[config.mk]
export PLATFORM = sky130hd
export DESIGN_NAME = block_matrix_partition_unpacker_flat
export DESIGN_NICKNAME = d
export VERILOG_FILES = /design/src/hw/rtl/bmpu_pkg.sv /design/src/hw/rtl/bmpu_ifs.sv /design/src/hw/rtl/bmpu_div.sv /design/src/hw/rtl/bmpu_dp.sv /design/src/hw/rtl/bmpu_ctrl.sv /design/src/hw/rtl/block_matrix_partition_unpacker.sv /design/src/flat_wrapper.sv
export VERILOG_INCLUDE_DIRS = /design/src /design/src/hw/rtl
export SDC_FILE = /design/constraint.sdc
export NUM_CORES = 2
export LEC_CHECK = 0
export BUFFER_PORTS_ARGS = -buffer_cell sky130_fd_sc_hd__buf_2
export CORE_MARGIN = 2
export CORE_UTILIZATION = 55
export DETAILED_ROUTE_END_ITERATION = 7
export PLACE_DENSITY = 0.82
export SYNTH_ARGS = -nofsm -noshare
export SYNTH_HDL_FRONTEND = slang
export SYNTH_SLANG_ARGS = --single-unit
[constraint.sdc]
create_clock -name clk -period 8.95 [get_ports clk]
set_input_delay 0.4475 -clock clk [delete_from_list [all_inputs] [get_ports clk]]
set_output_delay 0.4475 -clock clk [all_outputs]
set_load 0.005 [all_outputs]
[src/hw/rtl/block_matrix_partition_unpacker_defines.svh]
// Assertion macros shared by the tile unpacker RTL.
// Included by the top level only; no other dependencies.
`ifndef BLOCK_MATRIX_PARTITION_UNPACKER_DEFINES_SVH
`define BLOCK_MATRIX_PARTITION_UNPACKER_DEFINES_SVH
`ifndef SYNTHESIS
`define BMPU_ASSERT_NEVER(lbl, clk, rst_n, expr) \
	lbl: assert property (@(posedge clk) disable iff (!rst_n) !(expr)) \
		else $error("assertion failed: condition must never hold");
`define BMPU_ASSERT_IMPL(lbl, clk, rst_n, ante, cons) \
	lbl: assert property (@(posedge clk) disable iff (!rst_n) (ante) |-> (cons)) \
		else $error("assertion failed: same-cycle implication");
`define BMPU_ASSERT_NEXT(lbl, clk, rst_n, ante, cons) \
	lbl: assert property (@(posedge clk) disable iff (!rst_n) (ante) |=> (cons)) \
		else $error("assertion failed: next-cycle implication");
`else
`define BMPU_ASSERT_NEVER(lbl, clk, rst_n, expr)
`define BMPU_ASSERT_IMPL(lbl, clk, rst_n, ante, cons)
`define BMPU_ASSERT_NEXT(lbl, clk, rst_n, ante, cons)
`endif
`endif

[src/hw/rtl/bmpu_pkg.sv]
// Shared constants, result codes and controller/datapath structs of the tile unpacker.
// No dependencies; every other RTL file but the macro header refers to it by scoped names.
package bmpu_pkg;

	localparam int COORD_BITS_DEF    = 40;
	localparam int TILE_DIM_BITS_DEF = 16;

	localparam int CFG_IDX_W  = 2;
	localparam int CFG_DATA_W = 40;
	localparam int MDIM_W     = 40;
	localparam int TS_W       = 16;
	localparam int TIDX_W     = 31;
	localparam int DIM_W      = 32;
	localparam int VAL_W      = 64;
	localparam int KIND_W     = 2;
	localparam int ORG_W      = TIDX_W + TS_W;

	// Shared divider: ceil(cols / ts) needs 41 dividend bits, the grid width 40 divisor bits.
	localparam int DVD_W = MDIM_W + 1;
	localparam int DVS_W = MDIM_W;

	localparam int HDR_BYTES = 9;
	localparam int HDR_CNT_W = 4;
	localparam logic [HDR_CNT_W-1:0] HDR_LAST = HDR_CNT_W'(HDR_BYTES - 1);
	localparam int LANE_W = 3;
	localparam logic [LANE_W-1:0] LANE_LAST = '1;

	localparam logic [CFG_IDX_W-1:0] REG_MATRIX_ROWS = 2'd0;
	localparam logic [CFG_IDX_W-1:0] REG_MATRIX_COLS = 2'd1;
	localparam logic [CFG_IDX_W-1:0] REG_TILE_SIZE   = 2'd2;
	localparam logic [CFG_IDX_W-1:0] REG_TILE_INDEX  = 2'd3;

	localparam logic [KIND_W-1:0] KIND_ELEM     = 2'd0;
	localparam logic [KIND_W-1:0] KIND_BAD_DIMS = 2'd1;
	localparam logic [KIND_W-1:0] KIND_MISMATCH = 2'd2;
	localparam logic [KIND_W-1:0] KIND_TRUNC    = 2'd3;

	typedef struct packed {
		logic                 hdr_wr;
		logic [HDR_CNT_W-1:0] hdr_idx;
		logic                 data_wr;
		logic [LANE_W-1:0]    lane;
		logic                 div_start;
		logic                 div_sel;
		logic                 take_q;
		logic                 clr_q;
		logic                 mul;
		logic                 ext;
		logic                 start_data;
		logic                 advance;
		logic                 load_out;
		logic                 out_elem;
		logic [KIND_W-1:0]    out_kind;
	} cmd_t;

	typedef struct packed {
		logic div_busy;
		logic div_done;
		logic nbc_zero;
		logic last;
		logic bad_dims;
		logic mismatch;
	} stat_t;

endpackage

[src/hw/rtl/bmpu_ifs.sv]
// Valid/ready channel interfaces of the tile unpacker: byte input, result output, config write.
// Depends on bmpu_pkg for field widths.
interface bmpu_in_if;
	logic       valid;
	logic       ready;
	logic [7:0] data_byte;
	logic       final_byte;

	modport source (output valid, data_byte, final_byte, input ready);
	modport sink (input valid, data_byte, final_byte, output ready);
endinterface

interface bmpu_out_if #(
	parameter int COORD_BITS = bmpu_pkg::COORD_BITS_DEF
);
	logic                          valid;
	logic                          ready;
	logic [bmpu_pkg::KIND_W-1:0]   kind;
	logic [COORD_BITS-1:0]         row_index;
	logic [COORD_BITS-1:0]         col_index;
	logic [bmpu_pkg::VAL_W-1:0]    value_bits;
	logic                          tile_end;

	modport source (output valid, kind, row_index, col_index, value_bits, tile_end,
		input ready);
	modport sink (input valid, kind, row_index, col_index, value_bits, tile_end,
		output ready);
endinterface

interface bmpu_cfg_if;
	logic                              valid;
	logic                              ready;
	logic [bmpu_pkg::CFG_IDX_W-1:0]    index;
	logic [bmpu_pkg::CFG_DATA_W-1:0]   data;

	modport source (output valid, index, data, input ready);
	modport sink (input valid, index, data, output ready);
endinterface

[src/hw/rtl/bmpu_div.sv]
// Restoring divider, one quotient bit per cycle, used for the tile grid arithmetic.
// Depends on bmpu_pkg for default widths.
module bmpu_div #(
	parameter int DVD_W = bmpu_pkg::DVD_W,
	parameter int DVS_W = bmpu_pkg::DVS_W
) (
	input  logic             clk,
	input  logic             arst_n,
	input  logic             start,
	input  logic [DVD_W-1:0] dividend,
	input  logic [DVS_W-1:0] divisor,
	output logic             busy,
	output logic             done,
	output logic [DVD_W-1:0] quotient,
	output logic [DVS_W-1:0] remainder
);
	localparam int CNT_W = $clog2(DVD_W + 1);

	logic [DVS_W:0]   rem_q;
	logic [DVD_W-1:0] quo_q;
	logic [DVS_W-1:0] dvs_q;
	logic [CNT_W-1:0] cnt_q;
	logic             busy_q;
	logic             done_q;
	logic [DVS_W:0]   trial;
	logic [DVS_W:0]   diff;
	logic             ge;

	assign trial = {rem_q[DVS_W-1:0], quo_q[DVD_W-1]};
	assign diff  = trial - {1'b0, dvs_q};
	assign ge    = trial >= {1'b0, dvs_q};

	always_ff @(posedge clk or negedge arst_n) begin
		if (!arst_n) begin
			busy_q <= 1'b0;
			done_q <= 1'b0;
			cnt_q  <= '0;
		end else if (start) begin
			busy_q <= 1'b1;
			done_q <= 1'b0;
			cnt_q  <= CNT_W'(DVD_W);
		end else if (busy_q) begin
			cnt_q <= cnt_q - CNT_W'(1);
			if (cnt_q == CNT_W'(1)) begin
				busy_q <= 1'b0;
				done_q <= 1'b1;
			end
		end else begin
			done_q <= 1'b0;
		end
	end

	always_ff @(posedge clk) begin
		if (start) begin
			rem_q <= '0;
			quo_q <= dividend;
			dvs_q <= divisor;
		end else if (busy_q) begin
			rem_q <= ge ? diff : trial;
			quo_q <= {quo_q[DVD_W-2:0], ge};
		end
	end

	assign busy      = busy_q;
	assign done      = done_q;
	assign quotient  = quo_q;
	assign remainder = rem_q[DVS_W-1:0];
endmodule

[src/hw/rtl/bmpu_dp.sv]
// Datapath of the tile unpacker: config registers, header fields, tile geometry, element
// assembly and the result register. Depends on bmpu_pkg and bmpu_div.
module bmpu_dp #(
	parameter int COORD_BITS    = bmpu_pkg::COORD_BITS_DEF,
	parameter int TILE_DIM_BITS = bmpu_pkg::TILE_DIM_BITS_DEF
) (
	input  logic                               clk,
	input  logic                               arst_n,
	input  logic                               cfg_wr,
	input  logic [bmpu_pkg::CFG_IDX_W-1:0]     cfg_idx,
	input  logic [bmpu_pkg::CFG_DATA_W-1:0]    cfg_data,
	input  logic [7:0]                         data_byte,
	input  bmpu_pkg::cmd_t                     cmd,
	output bmpu_pkg::stat_t                    stat,
	output logic [bmpu_pkg::KIND_W-1:0]        kind,
	output logic [COORD_BITS-1:0]              row_index,
	output logic [COORD_BITS-1:0]              col_index,
	output logic [bmpu_pkg::VAL_W-1:0]         value_bits,
	output logic                               tile_end
);
	localparam int MDIM_W = bmpu_pkg::MDIM_W;
	localparam int TS_W   = bmpu_pkg::TS_W;
	localparam int TIDX_W = bmpu_pkg::TIDX_W;
	localparam int DIM_W  = bmpu_pkg::DIM_W;
	localparam int ORG_W  = bmpu_pkg::ORG_W;
	localparam int DVD_W  = bmpu_pkg::DVD_W;
	localparam int DVS_W  = bmpu_pkg::DVS_W;
	localparam int SHF_W  = bmpu_pkg::VAL_W - 8;

	localparam logic [TS_W-1:0] TS_MASK = (TILE_DIM_BITS >= TS_W) ? {TS_W{1'b1}} :
		TS_W'((64'd1 << TILE_DIM_BITS) - 64'd1);
	localparam logic [MDIM_W-1:0] DIM_MASK = (COORD_BITS >= MDIM_W) ? {MDIM_W{1'b1}} :
		MDIM_W'((64'd1 << COORD_BITS) - 64'd1);

	logic [MDIM_W-1:0]        mrows_q, mcols_q;
	logic [TS_W-1:0]          tsize_q;
	logic [TIDX_W-1:0]        tidx_q;
	logic [DIM_W-1:0]         srows_q, scols_q;
	logic                     transp_q;
	logic [TIDX_W-1:0]        br_q, bc_q;
	logic [ORG_W-1:0]         rs_q, cs_q;
	logic [TS_W-1:0]          er_q, ec_q;
	logic [COORD_BITS-1:0]    row_org_q, col_org_q;
	logic [TILE_DIM_BITS-1:0] lrow_q, lcol_q;
	logic [SHF_W-1:0]         shf_q;

	logic [TS_W-1:0]   ts_m, ts;
	logic [MDIM_W-1:0] rows_m, cols_m;
	logic [DVD_W-1:0]  dvd;
	logic [DVS_W-1:0]  dvs;
	logic [DVD_W-1:0]  div_quo;
	logic [DVS_W-1:0]  div_rem;
	logic              div_busy, div_done;
	logic [ORG_W-1:0]  rs_prod, cs_prod;
	logic              row_done, col_done;

	function automatic logic [TS_W-1:0] exp_dim(input logic [MDIM_W-1:0] total,
		input logic [ORG_W-1:0] org, input logic [TS_W-1:0] edge_len);
		logic [ORG_W-1:0] tot;
		logic [ORG_W-1:0] rest;
		tot  = ORG_W'(total);
		rest = tot - org;
		if (tot <= org) begin
			return '0;
		end
		if (rest < ORG_W'(edge_len)) begin
			return rest[TS_W-1:0];
		end
		return edge_len;
	endfunction

	// Configuration registers.
	always_ff @(posedge clk or negedge arst_n) begin
		if (!arst_n) begin
			mrows_q <= MDIM_W'(1);
			mcols_q <= MDIM_W'(1);
			tsize_q <= TS_W'(4096);
			tidx_q  <= '0;
		end else if (cfg_wr) begin
			case (cfg_idx)
				bmpu_pkg::REG_MATRIX_ROWS: mrows_q <= cfg_data[MDIM_W-1:0];
				bmpu_pkg::REG_MATRIX_COLS: mcols_q <= cfg_data[MDIM_W-1:0];
				bmpu_pkg::REG_TILE_SIZE:   tsize_q <= cfg_data[TS_W-1:0];
				bmpu_pkg::REG_TILE_INDEX:  tidx_q  <= cfg_data[TIDX_W-1:0];
				default: ;
			endcase
		end
	end

	assign ts_m   = tsize_q & TS_MASK;
	assign ts     = (ts_m == '0) ? TS_W'(1) : ts_m;
	assign rows_m = mrows_q & DIM_MASK;
	assign cols_m = mcols_q & DIM_MASK;

	// First pass: grid columns = ceil(cols / ts). Second pass: tile index over grid columns.
	assign dvd = cmd.div_sel ? DVD_W'(tidx_q) :
		DVD_W'(cols_m) + DVD_W'(ts) - DVD_W'(1);
	assign dvs = cmd.div_sel ? div_quo[DVS_W-1:0] : DVS_W'(ts);

	bmpu_div #(
		.DVD_W(DVD_W),
		.DVS_W(DVS_W)
	) u_div (
		.clk      (clk),
		.arst_n   (arst_n),
		.start    (cmd.div_start),
		.dividend (dvd),
		.divisor  (dvs),
		.busy     (div_busy),
		.done     (div_done),
		.quotient (div_quo),
		.remainder(div_rem)
	);

	assign rs_prod = br_q * ts;
	assign cs_prod = bc_q * ts;

	assign row_done = DIM_W'(lrow_q) + DIM_W'(1) >= srows_q;
	assign col_done = DIM_W'(lcol_q) + DIM_W'(1) >= scols_q;

	always_ff @(posedge clk) begin
		if (cmd.hdr_wr) begin
			if (cmd.hdr_idx == bmpu_pkg::HDR_LAST) begin
				transp_q <= data_byte != 8'd0;
			end else if (!cmd.hdr_idx[2]) begin
				srows_q[{cmd.hdr_idx[1:0], 3'b000} +: 8] <= data_byte;
			end else begin
				scols_q[{cmd.hdr_idx[1:0], 3'b000} +: 8] <= data_byte;
			end
		end
		if (cmd.take_q) begin
			br_q <= div_quo[TIDX_W-1:0];
			bc_q <= div_rem[TIDX_W-1:0];
		end else if (cmd.clr_q) begin
			br_q <= '0;
			bc_q <= '0;
		end
		if (cmd.mul) begin
			rs_q <= rs_prod;
			cs_q <= cs_prod;
		end
		if (cmd.ext) begin
			er_q <= exp_dim(rows_m, rs_q, ts);
			ec_q <= exp_dim(cols_m, cs_q, ts);
		end
		// The top byte of an element goes straight to the result register.
		if (cmd.data_wr && cmd.lane != bmpu_pkg::LANE_LAST) begin
			shf_q[{cmd.lane, 3'b000} +: 8] <= data_byte;
		end
		if (cmd.start_data) begin
			row_org_q <= COORD_BITS'(rs_q);
			col_org_q <= COORD_BITS'(cs_q);
			lrow_q    <= '0;
			lcol_q    <= '0;
		end else if (cmd.advance) begin
			if (transp_q) begin
				if (col_done) begin
					lcol_q <= '0;
					lrow_q <= lrow_q + TILE_DIM_BITS'(1);
				end else begin
					lcol_q <= lcol_q + TILE_DIM_BITS'(1);
				end
			end else begin
				if (row_done) begin
					lrow_q <= '0;
					lcol_q <= lcol_q + TILE_DIM_BITS'(1);
				end else begin
					lrow_q <= lrow_q + TILE_DIM_BITS'(1);
				end
			end
		end
		if (cmd.load_out) begin
			if (cmd.out_elem) begin
				kind       <= bmpu_pkg::KIND_ELEM;
				row_index  <= row_org_q + COORD_BITS'(lrow_q);
				col_index  <= col_org_q + COORD_BITS'(lcol_q);
				value_bits <= {data_byte, shf_q};
				tile_end   <= row_done && col_done;
			end else begin
				kind       <= cmd.out_kind;
				row_index  <= '0;
				col_index  <= '0;
				value_bits <= '0;
				tile_end   <= 1'b1;
			end
		end
	end

	always_comb begin
		stat.div_busy = div_busy;
		stat.div_done = div_done;
		stat.nbc_zero = div_quo == '0;
		stat.last     = row_done && col_done;
		stat.bad_dims = srows_q == '0 || srows_q[DIM_W-1] || scols_q == '0 || scols_q[DIM_W-1];
		stat.mismatch = srows_q != DIM_W'(er_q) || scols_q != DIM_W'(ec_q);
	end
endmodule

[src/hw/rtl/bmpu_ctrl.sv]
// Controller of the tile unpacker: header/data/drain sequencing, geometry steps and the
// result-valid flag. Depends on bmpu_pkg; drives bmpu_dp through cmd_t.
module bmpu_ctrl (
	input  logic            clk,
	input  logic            arst_n,
	input  logic            in_valid,
	input  logic            in_final,
	output logic            in_ready,
	input  logic            out_ready,
	output logic            out_valid,
	input  bmpu_pkg::stat_t stat,
	output bmpu_pkg::cmd_t  cmd
);
	localparam logic [2:0] ST_HEADER  = 3'd0;
	localparam logic [2:0] ST_DATA    = 3'd1;
	localparam logic [2:0] ST_DRAIN   = 3'd2;
	localparam logic [2:0] ST_DIV_CNT = 3'd3;
	localparam logic [2:0] ST_DIV_IDX = 3'd4;
	localparam logic [2:0] ST_MUL     = 3'd5;
	localparam logic [2:0] ST_EXT     = 3'd6;
	localparam logic [2:0] ST_CHECK   = 3'd7;

	logic [2:0]                     state_q, state_d;
	logic [bmpu_pkg::HDR_CNT_W-1:0] hc_q, hc_d;
	logic [bmpu_pkg::LANE_W-1:0]    vbc_q, vbc_d;
	logic                           fin_q, fin_d;
	logic                           out_valid_q;
	logic                           slot;
	logic                           acc;

	always_comb begin
		state_d  = state_q;
		hc_d     = hc_q;
		vbc_d    = vbc_q;
		fin_d    = fin_q;
		cmd      = '0;
		slot     = !out_valid_q || out_ready;
		in_ready = slot && (state_q == ST_HEADER || state_q == ST_DATA || state_q == ST_DRAIN);
		acc      = in_valid && in_ready;
		case (state_q)
			ST_HEADER: begin
				if (acc) begin
					cmd.hdr_wr  = 1'b1;
					cmd.hdr_idx = hc_q;
					if (hc_q == bmpu_pkg::HDR_LAST) begin
						hc_d          = '0;
						fin_d         = in_final;
						cmd.div_start = 1'b1;
						state_d       = ST_DIV_CNT;
					end else if (in_final) begin
						hc_d         = '0;
						cmd.load_out = 1'b1;
						cmd.out_kind = bmpu_pkg::KIND_TRUNC;
					end else begin
						hc_d = hc_q + bmpu_pkg::HDR_CNT_W'(1);
					end
				end
			end
			ST_DIV_CNT: begin
				if (stat.div_done) begin
					// A matrix without columns has an empty grid: the tile sits at the origin.
					if (stat.nbc_zero) begin
						cmd.clr_q = 1'b1;
						state_d   = ST_MUL;
					end else begin
						cmd.div_start = 1'b1;
						cmd.div_sel   = 1'b1;
						state_d       = ST_DIV_IDX;
					end
				end
			end
			ST_DIV_IDX: begin
				if (stat.div_done) begin
					cmd.take_q = 1'b1;
					state_d    = ST_MUL;
				end
			end
			ST_MUL: begin
				cmd.mul = 1'b1;
				state_d = ST_EXT;
			end
			ST_EXT: begin
				cmd.ext = 1'b1;
				state_d = ST_CHECK;
			end
			ST_CHECK: begin
				if (stat.bad_dims || stat.mismatch || fin_q) begin
					if (slot) begin
						cmd.load_out = 1'b1;
						cmd.out_kind = stat.bad_dims ? bmpu_pkg::KIND_BAD_DIMS :
							stat.mismatch ? bmpu_pkg::KIND_MISMATCH : bmpu_pkg::KIND_TRUNC;
						state_d = fin_q ? ST_HEADER : ST_DRAIN;
					end
				end else begin
					cmd.start_data = 1'b1;
					vbc_d          = '0;
					state_d        = ST_DATA;
				end
			end
			ST_DATA: begin
				if (acc) begin
					cmd.data_wr = 1'b1;
					cmd.lane    = vbc_q;
					vbc_d       = vbc_q + bmpu_pkg::LANE_W'(1);
					if (vbc_q == bmpu_pkg::LANE_LAST) begin
						cmd.load_out = 1'b1;
						if (in_final && !stat.last) begin
							cmd.out_kind = bmpu_pkg::KIND_TRUNC;
							state_d      = ST_HEADER;
						end else begin
							cmd.out_elem = 1'b1;
							if (stat.last) begin
								state_d = in_final ? ST_HEADER : ST_DRAIN;
							end else begin
								cmd.advance = 1'b1;
							end
						end
					end else if (in_final) begin
						vbc_d        = '0;
						cmd.load_out = 1'b1;
						cmd.out_kind = bmpu_pkg::KIND_TRUNC;
						state_d      = ST_HEADER;
					end
				end
			end
			ST_DRAIN: begin
				if (acc && in_final) begin
					hc_d    = '0;
					state_d = ST_HEADER;
				end
			end
			default: begin
				state_d = ST_HEADER;
			end
		endcase
	end

	always_ff @(posedge clk or negedge arst_n) begin
		if (!arst_n) begin
			state_q     <= ST_HEADER;
			hc_q        <= '0;
			vbc_q       <= '0;
			fin_q       <= 1'b0;
			out_valid_q <= 1'b0;
		end else begin
			state_q <= state_d;
			hc_q    <= hc_d;
			vbc_q   <= vbc_d;
			fin_q   <= fin_d;
			if (cmd.load_out) begin
				out_valid_q <= 1'b1;
			end else if (out_ready) begin
				out_valid_q <= 1'b0;
			end
		end
	end

	assign out_valid = out_valid_q;
endmodule

[src/hw/rtl/block_matrix_partition_unpacker.sv]
// Matrix tile unpacker: takes one tile's decompressed payload a byte at a time and emits
// elements with global coordinates, or one error item that ends the tile.
// Depends on bmpu_pkg, the channel interfaces, bmpu_ctrl, bmpu_dp and the macro header.
// Configuration is written through cfg (index 0 rows, 1 cols, 2 tile size, 3 tile index);
// the user must do so only while the block is idle, which the block does not enforce. cfg
// is always ready and the registers reset to 1, 1, 4096, 0. data_in carries data_byte and
// final_byte; final_byte marks the tile's last byte. data_out carries kind, row_index,
// col_index, value_bits and tile_end. The nine header bytes are taken one per cycle. After
// the ninth, data_in is held off while the tile origin takes two passes through one shared
// restoring divider, one step per dividend bit, then the multiply, clip and check states;
// a matrix without columns skips the second pass. Data bytes are taken one per cycle; an
// element appears in the output register the cycle after its eighth byte. Errors (bad or
// mismatching dimensions, truncation) are one item with tile_end set; a truncated tile is
// reported at its final byte, after any elements already sent, and the consumer drops the
// tile. Bytes after the tile's end are swallowed up to the final byte. When data_out stalls,
// the result waits in its register and data_in is held off until the register is free.
// Reset returns to the header phase with no result pending.
`include "block_matrix_partition_unpacker_defines.svh"
module block_matrix_partition_unpacker #(
	parameter int COORD_BITS    = bmpu_pkg::COORD_BITS_DEF,
	parameter int TILE_DIM_BITS = bmpu_pkg::TILE_DIM_BITS_DEF
) (
	input  logic         clk,
	input  logic         arst_n,
	bmpu_in_if.sink      data_in,
	bmpu_out_if.source   data_out,
	bmpu_cfg_if.sink     cfg
);
	bmpu_pkg::cmd_t  cmd;
	bmpu_pkg::stat_t stat;

	assign cfg.ready = 1'b1;

	bmpu_ctrl u_ctrl (
		.clk      (clk),
		.arst_n   (arst_n),
		.in_valid (data_in.valid),
		.in_final (data_in.final_byte),
		.in_ready (data_in.ready),
		.out_ready(data_out.ready),
		.out_valid(data_out.valid),
		.stat     (stat),
		.cmd      (cmd)
	);

	bmpu_dp #(
		.COORD_BITS   (COORD_BITS),
		.TILE_DIM_BITS(TILE_DIM_BITS)
	) u_dp (
		.clk       (clk),
		.arst_n    (arst_n),
		.cfg_wr    (cfg.valid),
		.cfg_idx   (cfg.index),
		.cfg_data  (cfg.data),
		.data_byte (data_in.data_byte),
		.cmd       (cmd),
		.stat      (stat),
		.kind      (data_out.kind),
		.row_index (data_out.row_index),
		.col_index (data_out.col_index),
		.value_bits(data_out.value_bits),
		.tile_end  (data_out.tile_end)
	);

	`BMPU_ASSERT_NEVER(a_ready_while_div, clk, arst_n, data_in.ready && stat.div_busy)
	`BMPU_ASSERT_NEXT(a_stall_after_div_start, clk, arst_n, cmd.div_start, !data_in.ready)
	`BMPU_ASSERT_IMPL(a_no_result_overwrite, clk, arst_n,
		cmd.load_out, !data_out.valid || data_out.ready)
	`BMPU_ASSERT_IMPL(a_error_item_clean, clk, arst_n,
		data_out.valid && data_out.kind != bmpu_pkg::KIND_ELEM,
		data_out.tile_end && data_out.row_index == '0 && data_out.value_bits == '0)
endmodule

[src/flat_wrapper.sv]
// flat-port wrapper written by rule: the top's interface ports become plain ports
module block_matrix_partition_unpacker_flat 
#(
	parameter int COORD_BITS    = bmpu_pkg::COORD_BITS_DEF,
	parameter int TILE_DIM_BITS = bmpu_pkg::TILE_DIM_BITS_DEF
)
  (clk, arst_n, data_in_valid, data_in_data_byte, data_in_final_byte, data_in_ready, data_out_valid, data_out_kind, data_out_row_index, data_out_col_index, data_out_value_bits, data_out_tile_end, data_out_ready, cfg_valid, cfg_index, cfg_data, cfg_ready);
  bmpu_in_if data_in_i ();
  bmpu_out_if #(.COORD_BITS(COORD_BITS)) data_out_i ();
  bmpu_cfg_if cfg_i ();
  input  logic clk;
  input  logic arst_n;
  input wire logic [$bits(data_in_i.valid)-1:0] data_in_valid;
  input wire logic [$bits(data_in_i.data_byte)-1:0] data_in_data_byte;
  input wire logic [$bits(data_in_i.final_byte)-1:0] data_in_final_byte;
  output wire logic [$bits(data_in_i.ready)-1:0] data_in_ready;
  output wire logic [$bits(data_out_i.valid)-1:0] data_out_valid;
  output wire logic [$bits(data_out_i.kind)-1:0] data_out_kind;
  output wire logic [$bits(data_out_i.row_index)-1:0] data_out_row_index;
  output wire logic [$bits(data_out_i.col_index)-1:0] data_out_col_index;
  output wire logic [$bits(data_out_i.value_bits)-1:0] data_out_value_bits;
  output wire logic [$bits(data_out_i.tile_end)-1:0] data_out_tile_end;
  input wire logic [$bits(data_out_i.ready)-1:0] data_out_ready;
  input wire logic [$bits(cfg_i.valid)-1:0] cfg_valid;
  input wire logic [$bits(cfg_i.index)-1:0] cfg_index;
  input wire logic [$bits(cfg_i.data)-1:0] cfg_data;
  output wire logic [$bits(cfg_i.ready)-1:0] cfg_ready;
  assign data_in_i.valid = data_in_valid;
  assign data_in_i.data_byte = data_in_data_byte;
  assign data_in_i.final_byte = data_in_final_byte;
  assign data_in_ready = data_in_i.ready;
  assign data_out_valid = data_out_i.valid;
  assign data_out_kind = data_out_i.kind;
  assign data_out_row_index = data_out_i.row_index;
  assign data_out_col_index = data_out_i.col_index;
  assign data_out_value_bits = data_out_i.value_bits;
  assign data_out_tile_end = data_out_i.tile_end;
  assign data_out_i.ready = data_out_ready;
  assign cfg_i.valid = cfg_valid;
  assign cfg_i.index = cfg_index;
  assign cfg_i.data = cfg_data;
  assign cfg_ready = cfg_i.ready;
  block_matrix_partition_unpacker #(.COORD_BITS(COORD_BITS), .TILE_DIM_BITS(TILE_DIM_BITS)) u_core (.clk(clk), .arst_n(arst_n), .data_in(data_in_i), .data_out(data_out_i), .cfg(cfg_i));
endmodule
# Word-level counts from Yosys, hierarchy flattened
# Index checks and enable logic that the tools add are counted.
[op_classes] addsub=16 multipliers=2 order_cmp=7 eq_ne=29 shift=4 muxes=116 bitwise_logic=2 reduce_logical=43
[op_table] op="$mux 16" count=16
[op_table] op="$mux 41" count=3
[op_table] op="$le 40x47->1" count=2
[op_table] op="$lt 47x16->1" count=2
[op_table] op="$mul 31x16->47" count=2
[op_table] op="$sub 40x47->47" count=2
[op_table] op="$mux 31" count=3
[op_table] op="$add 40x16->40" count=2
[op_table] op="$bwmux 32" count=2
[op_table] op="$ge 17x32->1" count=2
[op_table] op="$logic_not 32->1" count=2
[op_table] op="$ne 32x16->1" count=2
[op_table] op="$bwmux 56" count=1
[op_table] op="$shift 8x8->56 const A" count=1
[op_table] op="$shiftx 8x8->56" count=1
[op_table] op="$mux 3" count=16
[op_table] op="$mux 1" count=45
[op_table] op="$add 40x16->41" count=1
[op_table] op="$ge 41x40->1" count=1
[op_table] op="$logic_not 41->1" count=1
[op_table] op="$sub 41x1->41 const B" count=1
[op_table] op="$mux 40" count=1
[op_table] op="$sub 40x40->40" count=1
[op_table] op="$add 16x1->17 const B" count=2
[op_table] op="other kinds (42)" count=107
[totals] ff_bits=836 in_bits=56 word_cells=254

# Depth between registers and ports, before layout
[logic_depth] ltp_word=10 ltp_mapped=28 depth_no_buf=26

# By module
# A second synthesis with hierarchy kept.
[hier_totals] hier_cells=7866 area_unflattened_um2=77774.6
[modules_own_cells] module="bmpu_dp" instances=1 cells_each=7019 area_per_inst_um2=69265.2 seq_area_each_um2=19917.9
[modules_own_cells] module="bmpu_div" instances=1 cells_each=721 area_per_inst_um2=7542.2 seq_area_each_um2=3433.3
[modules_own_cells] module="bmpu_ctrl" instances=1 cells_each=124 area_per_inst_um2=955.9 seq_area_each_um2=300.3
[modules_own_cells] module="block_matrix_partition_unpacker" instances=1 cells_each=2 area_per_inst_um2=11.3 seq_area_each_um2=0.0

# Worst setup path after synthesis
# No wires, ideal clock.
[synth_timing] path_kind="register to register" from="register u_core.u_dp.tsize_q[12], in the netlist u_core.u_dp.ts_m[12]" to="register u_core.u_dp.cs_q[46], data pin" setup_ns=0.260 arrival_time_ns=7.100 path_slack_ns=1.590 stages_incl_launch_ff=26 period_less_slack_ns=7.360 cell_sequence="dfstp_2 clkbuf_1 clkbuf_1 nand2_1 fa_1 inv_1 fa_1 fa_1 fa_1 fa_1 inv_1 fa_1 inv_1 ha_1 a21o_1 a21o_1 a21o_1 a31o_2 a22o_1 a31oi_1 o21ai_0 o41ai_1 o31ai_1 a221o_1 a21oi_1 xnor2_1"
[synth_between] elab_chain_cells=3
[synth_lines] item="start: declaration" line="bmpu_dp.sv:36" text="logic [TS_W-1:0] tsize_q;"
[synth_lines] item="start signal: assignment" line="bmpu_dp.sv:83" text="bmpu_pkg::REG_TILE_SIZE: tsize_q <= cfg_data[TS_W-1:0];"
[synth_lines] item="$logic_not 16->1" line="bmpu_dp.sv:91" text="assign ts = (ts_m == '0) ? TS_W'(1) : ts_m;"
[synth_lines] item="$mux 16 (*)" line="bmpu_dp.sv:91"
[synth_lines] item="$mul 31x16->47 (*)" line="bmpu_dp.sv:116" text="assign cs_prod = bc_q * ts;"
[synth_lines] item="via u_core.u_dp.cs_prod[46]" line="bmpu_dp.sv:54" text="logic [ORG_W-1:0] rs_prod, cs_prod;"
[synth_lines] item="end signal: assignment" line="bmpu_dp.sv:140" text="cs_q <= cs_prod;"
[synth_lines] item="end: declaration" line="bmpu_dp.sv:41" text="logic [ORG_W-1:0] rs_q, cs_q;"
# The timed path passes the listed nets; every way through them passes the cells marked *.
# A chain may end at the register's enable or synchronous reset.

# Final worst setup path
[layout_timing] from="register u_core.u_dp.tsize_q[2], in the netlist u_core.u_dp.ts_m[2]" to="register u_core.u_dp.cs_q[46], data pin"
# Same word-level chain as after synthesis.

==> impl_metrics.ini <==
[run_status]
status = finished clean

[yosys]
avgSynthCellArea_um2 = 9.65
synth_ff_type = edfxtp_1
synth_seq_cells = 836
yosysUniqueCellTypes = 93
synthCells = 8027
ys_warn_count = 0
syn_area_um2 = 77500
async_reset_ff_share_pct = 17.6
syn_nets = 9425
synth-edff-count = 617
yosysSeqAreaShare_pct = 30.5

[setup_path]
cpPeakStageDelay_ps = 740
critPathSlowestCell = dfrtp_2
cp-end-kind = flop
crit_start = u_core.u_dp.ts_m[2]$_DFFE_PN0P_
worstPathMaxFanout = 42
cp.arrival_ps = 8710
required_ps = 9410
reg2reg_from = u_core.u_dp.ts_m[2]$_DFFE_PN0P_
crit_type = flop to flop
cp_common_cell = inv_1
start_kind = flop

[drt]
drt-wirelength-per-cell_um = 22.6
drc = 0
first_iter_violations = 6376
vias_per_cell = 5.98
ant_nets = 0
num_vias = 59800
dr.pass1.iters = 8
wl_mm = 226

[floorplanning]
core_area_um2 = 140000
die-area_um2 = 144000
start_util_pct = 55.5
die_w_um = 379
std_cell_rows = 137
io_pins = 206
fp.dieH_um = 379

[sta]
setup_violations = 0
fin_skew_ps = 34.4
max-slew-margin-rel_pct = 5.06
worst_pin_slew_ps = 1410
hold_viol_final = 0
period_share_pct = 92.1
maxSlewViolCount = 0
final.min_clock_period_ps = 8240
fmax_mhz = 121
rsz0062_at_grt = no
finalSetupTns_ps = 0

[grt]
grtUsageMet2_pct = 49.3
grt-busiest-layer = met2
grt_antenna_before_repair = 29
grt_pass1_wl_mm = 348
grt_util_met3_pct = 7.51
grt_usage_pct = 31.8
groute.layer.met1.usage_pct = 40.9
grt_max_degree = 86
grt.overflow.total = 0
grt_pass1_vias = 59900

[clocking]
cts_resized = 0
ctsHoldBuffers = 1
cts_buffers = 89
path_clk_slew_ps = 70
cts_setup_buffers = 0
clock_path_buffers = 3
cts_max_level = 3
cts_root_buf = clkbuf_16
cts_tree = built
clock_sinks = 836
clkLatencyLatePin_ps = 720

[placement]
gp_congestion = 1.02
hpwlAfterDp_mm = 173
port_buffers = 204

[finish]
fillCellCount = 11300
final_nets = 9427
area_delta_synth_final_pct = 7.38
drive_above_1_share_pct = 7.60

[job]
maxCapViolations = 0

[hold_path]
hold_path_startpoint = data_in_final_byte
hold_path_class = input pin to flop
==> flip-flops by register name, indices dropped and copies added, names as in the netlist, 31 cells and up <==
name / cells
u_core.u_dp.cols_m: 40
u_core.u_dp.br_q: 31
u_core.u_dp.row_org_q: 40
u_core.u_dp.mrows_q: 40
u_core.u_dp.row_index: 40
u_core.u_dp.u_div.rem_q: 40
u_core.u_dp.tidx_q: 31
u_core.u_dp.col_index: 40
u_core.u_dp.cs_q: 47
u_core.u_dp.u_div.dvs_q: 40
u_core.u_dp.srows_q: 32
u_core.u_dp.col_org_q: 40
u_core.u_dp.bc_q: 31
u_core.u_dp.scols_q: 32
u_core.u_dp.rs_q: 47
u_core.u_dp.value_bits: 64
u_core.u_dp.u_div.quotient: 41
u_core.u_dp.shf_q: 56
==> through the flow <==
stage	hold slack, ps	worst slack, ps	std cells	util (%)	cell area [um2]
CTS	91.3	771	9980	59.5	83200
detailed placement	432	805	9813	57.3	80000
global placement	432	869	9813	57.3	80000
floorplan	152	1590	8027	-	77500
global route	113	350	9989	59.6	83200
finish	121	707	9995	59.6	83200
==> kinds of logic after synthesis <==
group | after synthesis | synth area share, %
AOI/OAI and AO/OA | 1242 | 9.90
xor gates and xnor gates | 320 | 3.62
adders and majority gates | 1342 | 29.6
buffers and inverters | 1560 | 7.63
DFF | 836 | 30.5
muxes | 158 | 2.26
other | 1 | 0.00484
and+or+nand+nor | 2568 | 16.5
==> cells in the mapped netlist, types with 51 or more instances <==
cell / count / share of area [%]
inv_1: 1203 / 5.8
nand2_1: 900 / 4.4
fa_1: 814 / 21
and2_1: 673 / 5.4
edfxtp_1: 617 / 24
ha_1: 528 / 8.5
a21oi_1: 432 / 2.8
nor2_1: 373 / 1.8
clkbuf_1: 325 / 1.6
o21ai_0: 302 / 2.0
xnor2_1: 192 / 2.2
dfrtp_1: 144 / 4.7
mux2_2: 132 / 1.9
a21o_1: 128 / 1.2
xor2_1: 128 / 1.4
nand3_1: 104 / 0.67
nand4_1: 81 / 0.65
nor3_1: 79 / 0.51
dfxtp_1: 72 / 1.9
and3_1: 70 / 0.57
nor4_1: 61 / 0.49
nor2b_1: 51 / 0.41
==> critical path, delay by kind of cell (launching register included) <==
kind | cells | cell delay, ps
DFF | 1 | 740
AOI/OAI and AO/OA | 10 | 3070
buffers and inverters | 7 | 920
and+or+nand+nor | 2 | 310
xor gates and xnor gates | 1 | 80
adders and majority gates | 7 | 2880
==> final cells by class <==
class                           instances  area (um2)  share of cell area [%]
Clock inverter                         43         557                   0.669
Inverter                             1205        4530                    5.44
Sequential cell                       836       23700                    28.4
Tap cell                             1876        2350                    2.82
Timing Repair Buffer                  266        1500                    1.80
Antenna cell                           15        37.5                  0.0451
Multi-Input combinational cell       5631       48000                    57.7
Clock buffer                          123        2560                    3.08
==> cell usage in the layout (no fill, tap or decap), types with 81 or more instances in the layout <==
master / instances
dfrtp_1: 129
a21oi_1: 431
nand2_1: 899
and2_1: 673
edfxtp_1: 617
ha_1: 528
nor2_1: 369
a21o_1: 127
nand4_1: 81
o21ai_0: 302
buf_2: 203
nand3_1: 103
xor2_1: 128
xnor2_1: 192
mux2_2: 132
fa_1: 814
inv_1: 1202
clkbuf_16: 95
==> metal layers <==
metal,part of all wire (%),wire length (um)
met3,11,25300
met1,38,85200
met5,0.051,115
met4,6.4,14300
met2,45,100000
==> path summary, 6_finish.rpt <==
path                                                       end  slack (ps)  cells past startpoint
max in group asynchronous  u_core.u_dp.mrows_q[27]$_DFFE_PN0P_        6690                      4
max                             u_core.u_dp.cs_q[46]$_DFFE_PP_         710                     27
min reg2reg                 u_core.u_dp.col_org_q[3]$_DFFE_PP_         450                      0
max reg2reg                     u_core.u_dp.cs_q[46]$_DFFE_PP_         710                     27
min in group asynchronous   u_core.u_dp.cols_m[31]$_DFFE_PN0P_         270                      2
min                          u_core.u_ctrl.hc_q[3]$_DFFE_PN0P_         120                      2
Power is not shown: default switching activity piles up to over one toggle a cycle in this logic, so the estimate is an artifact.
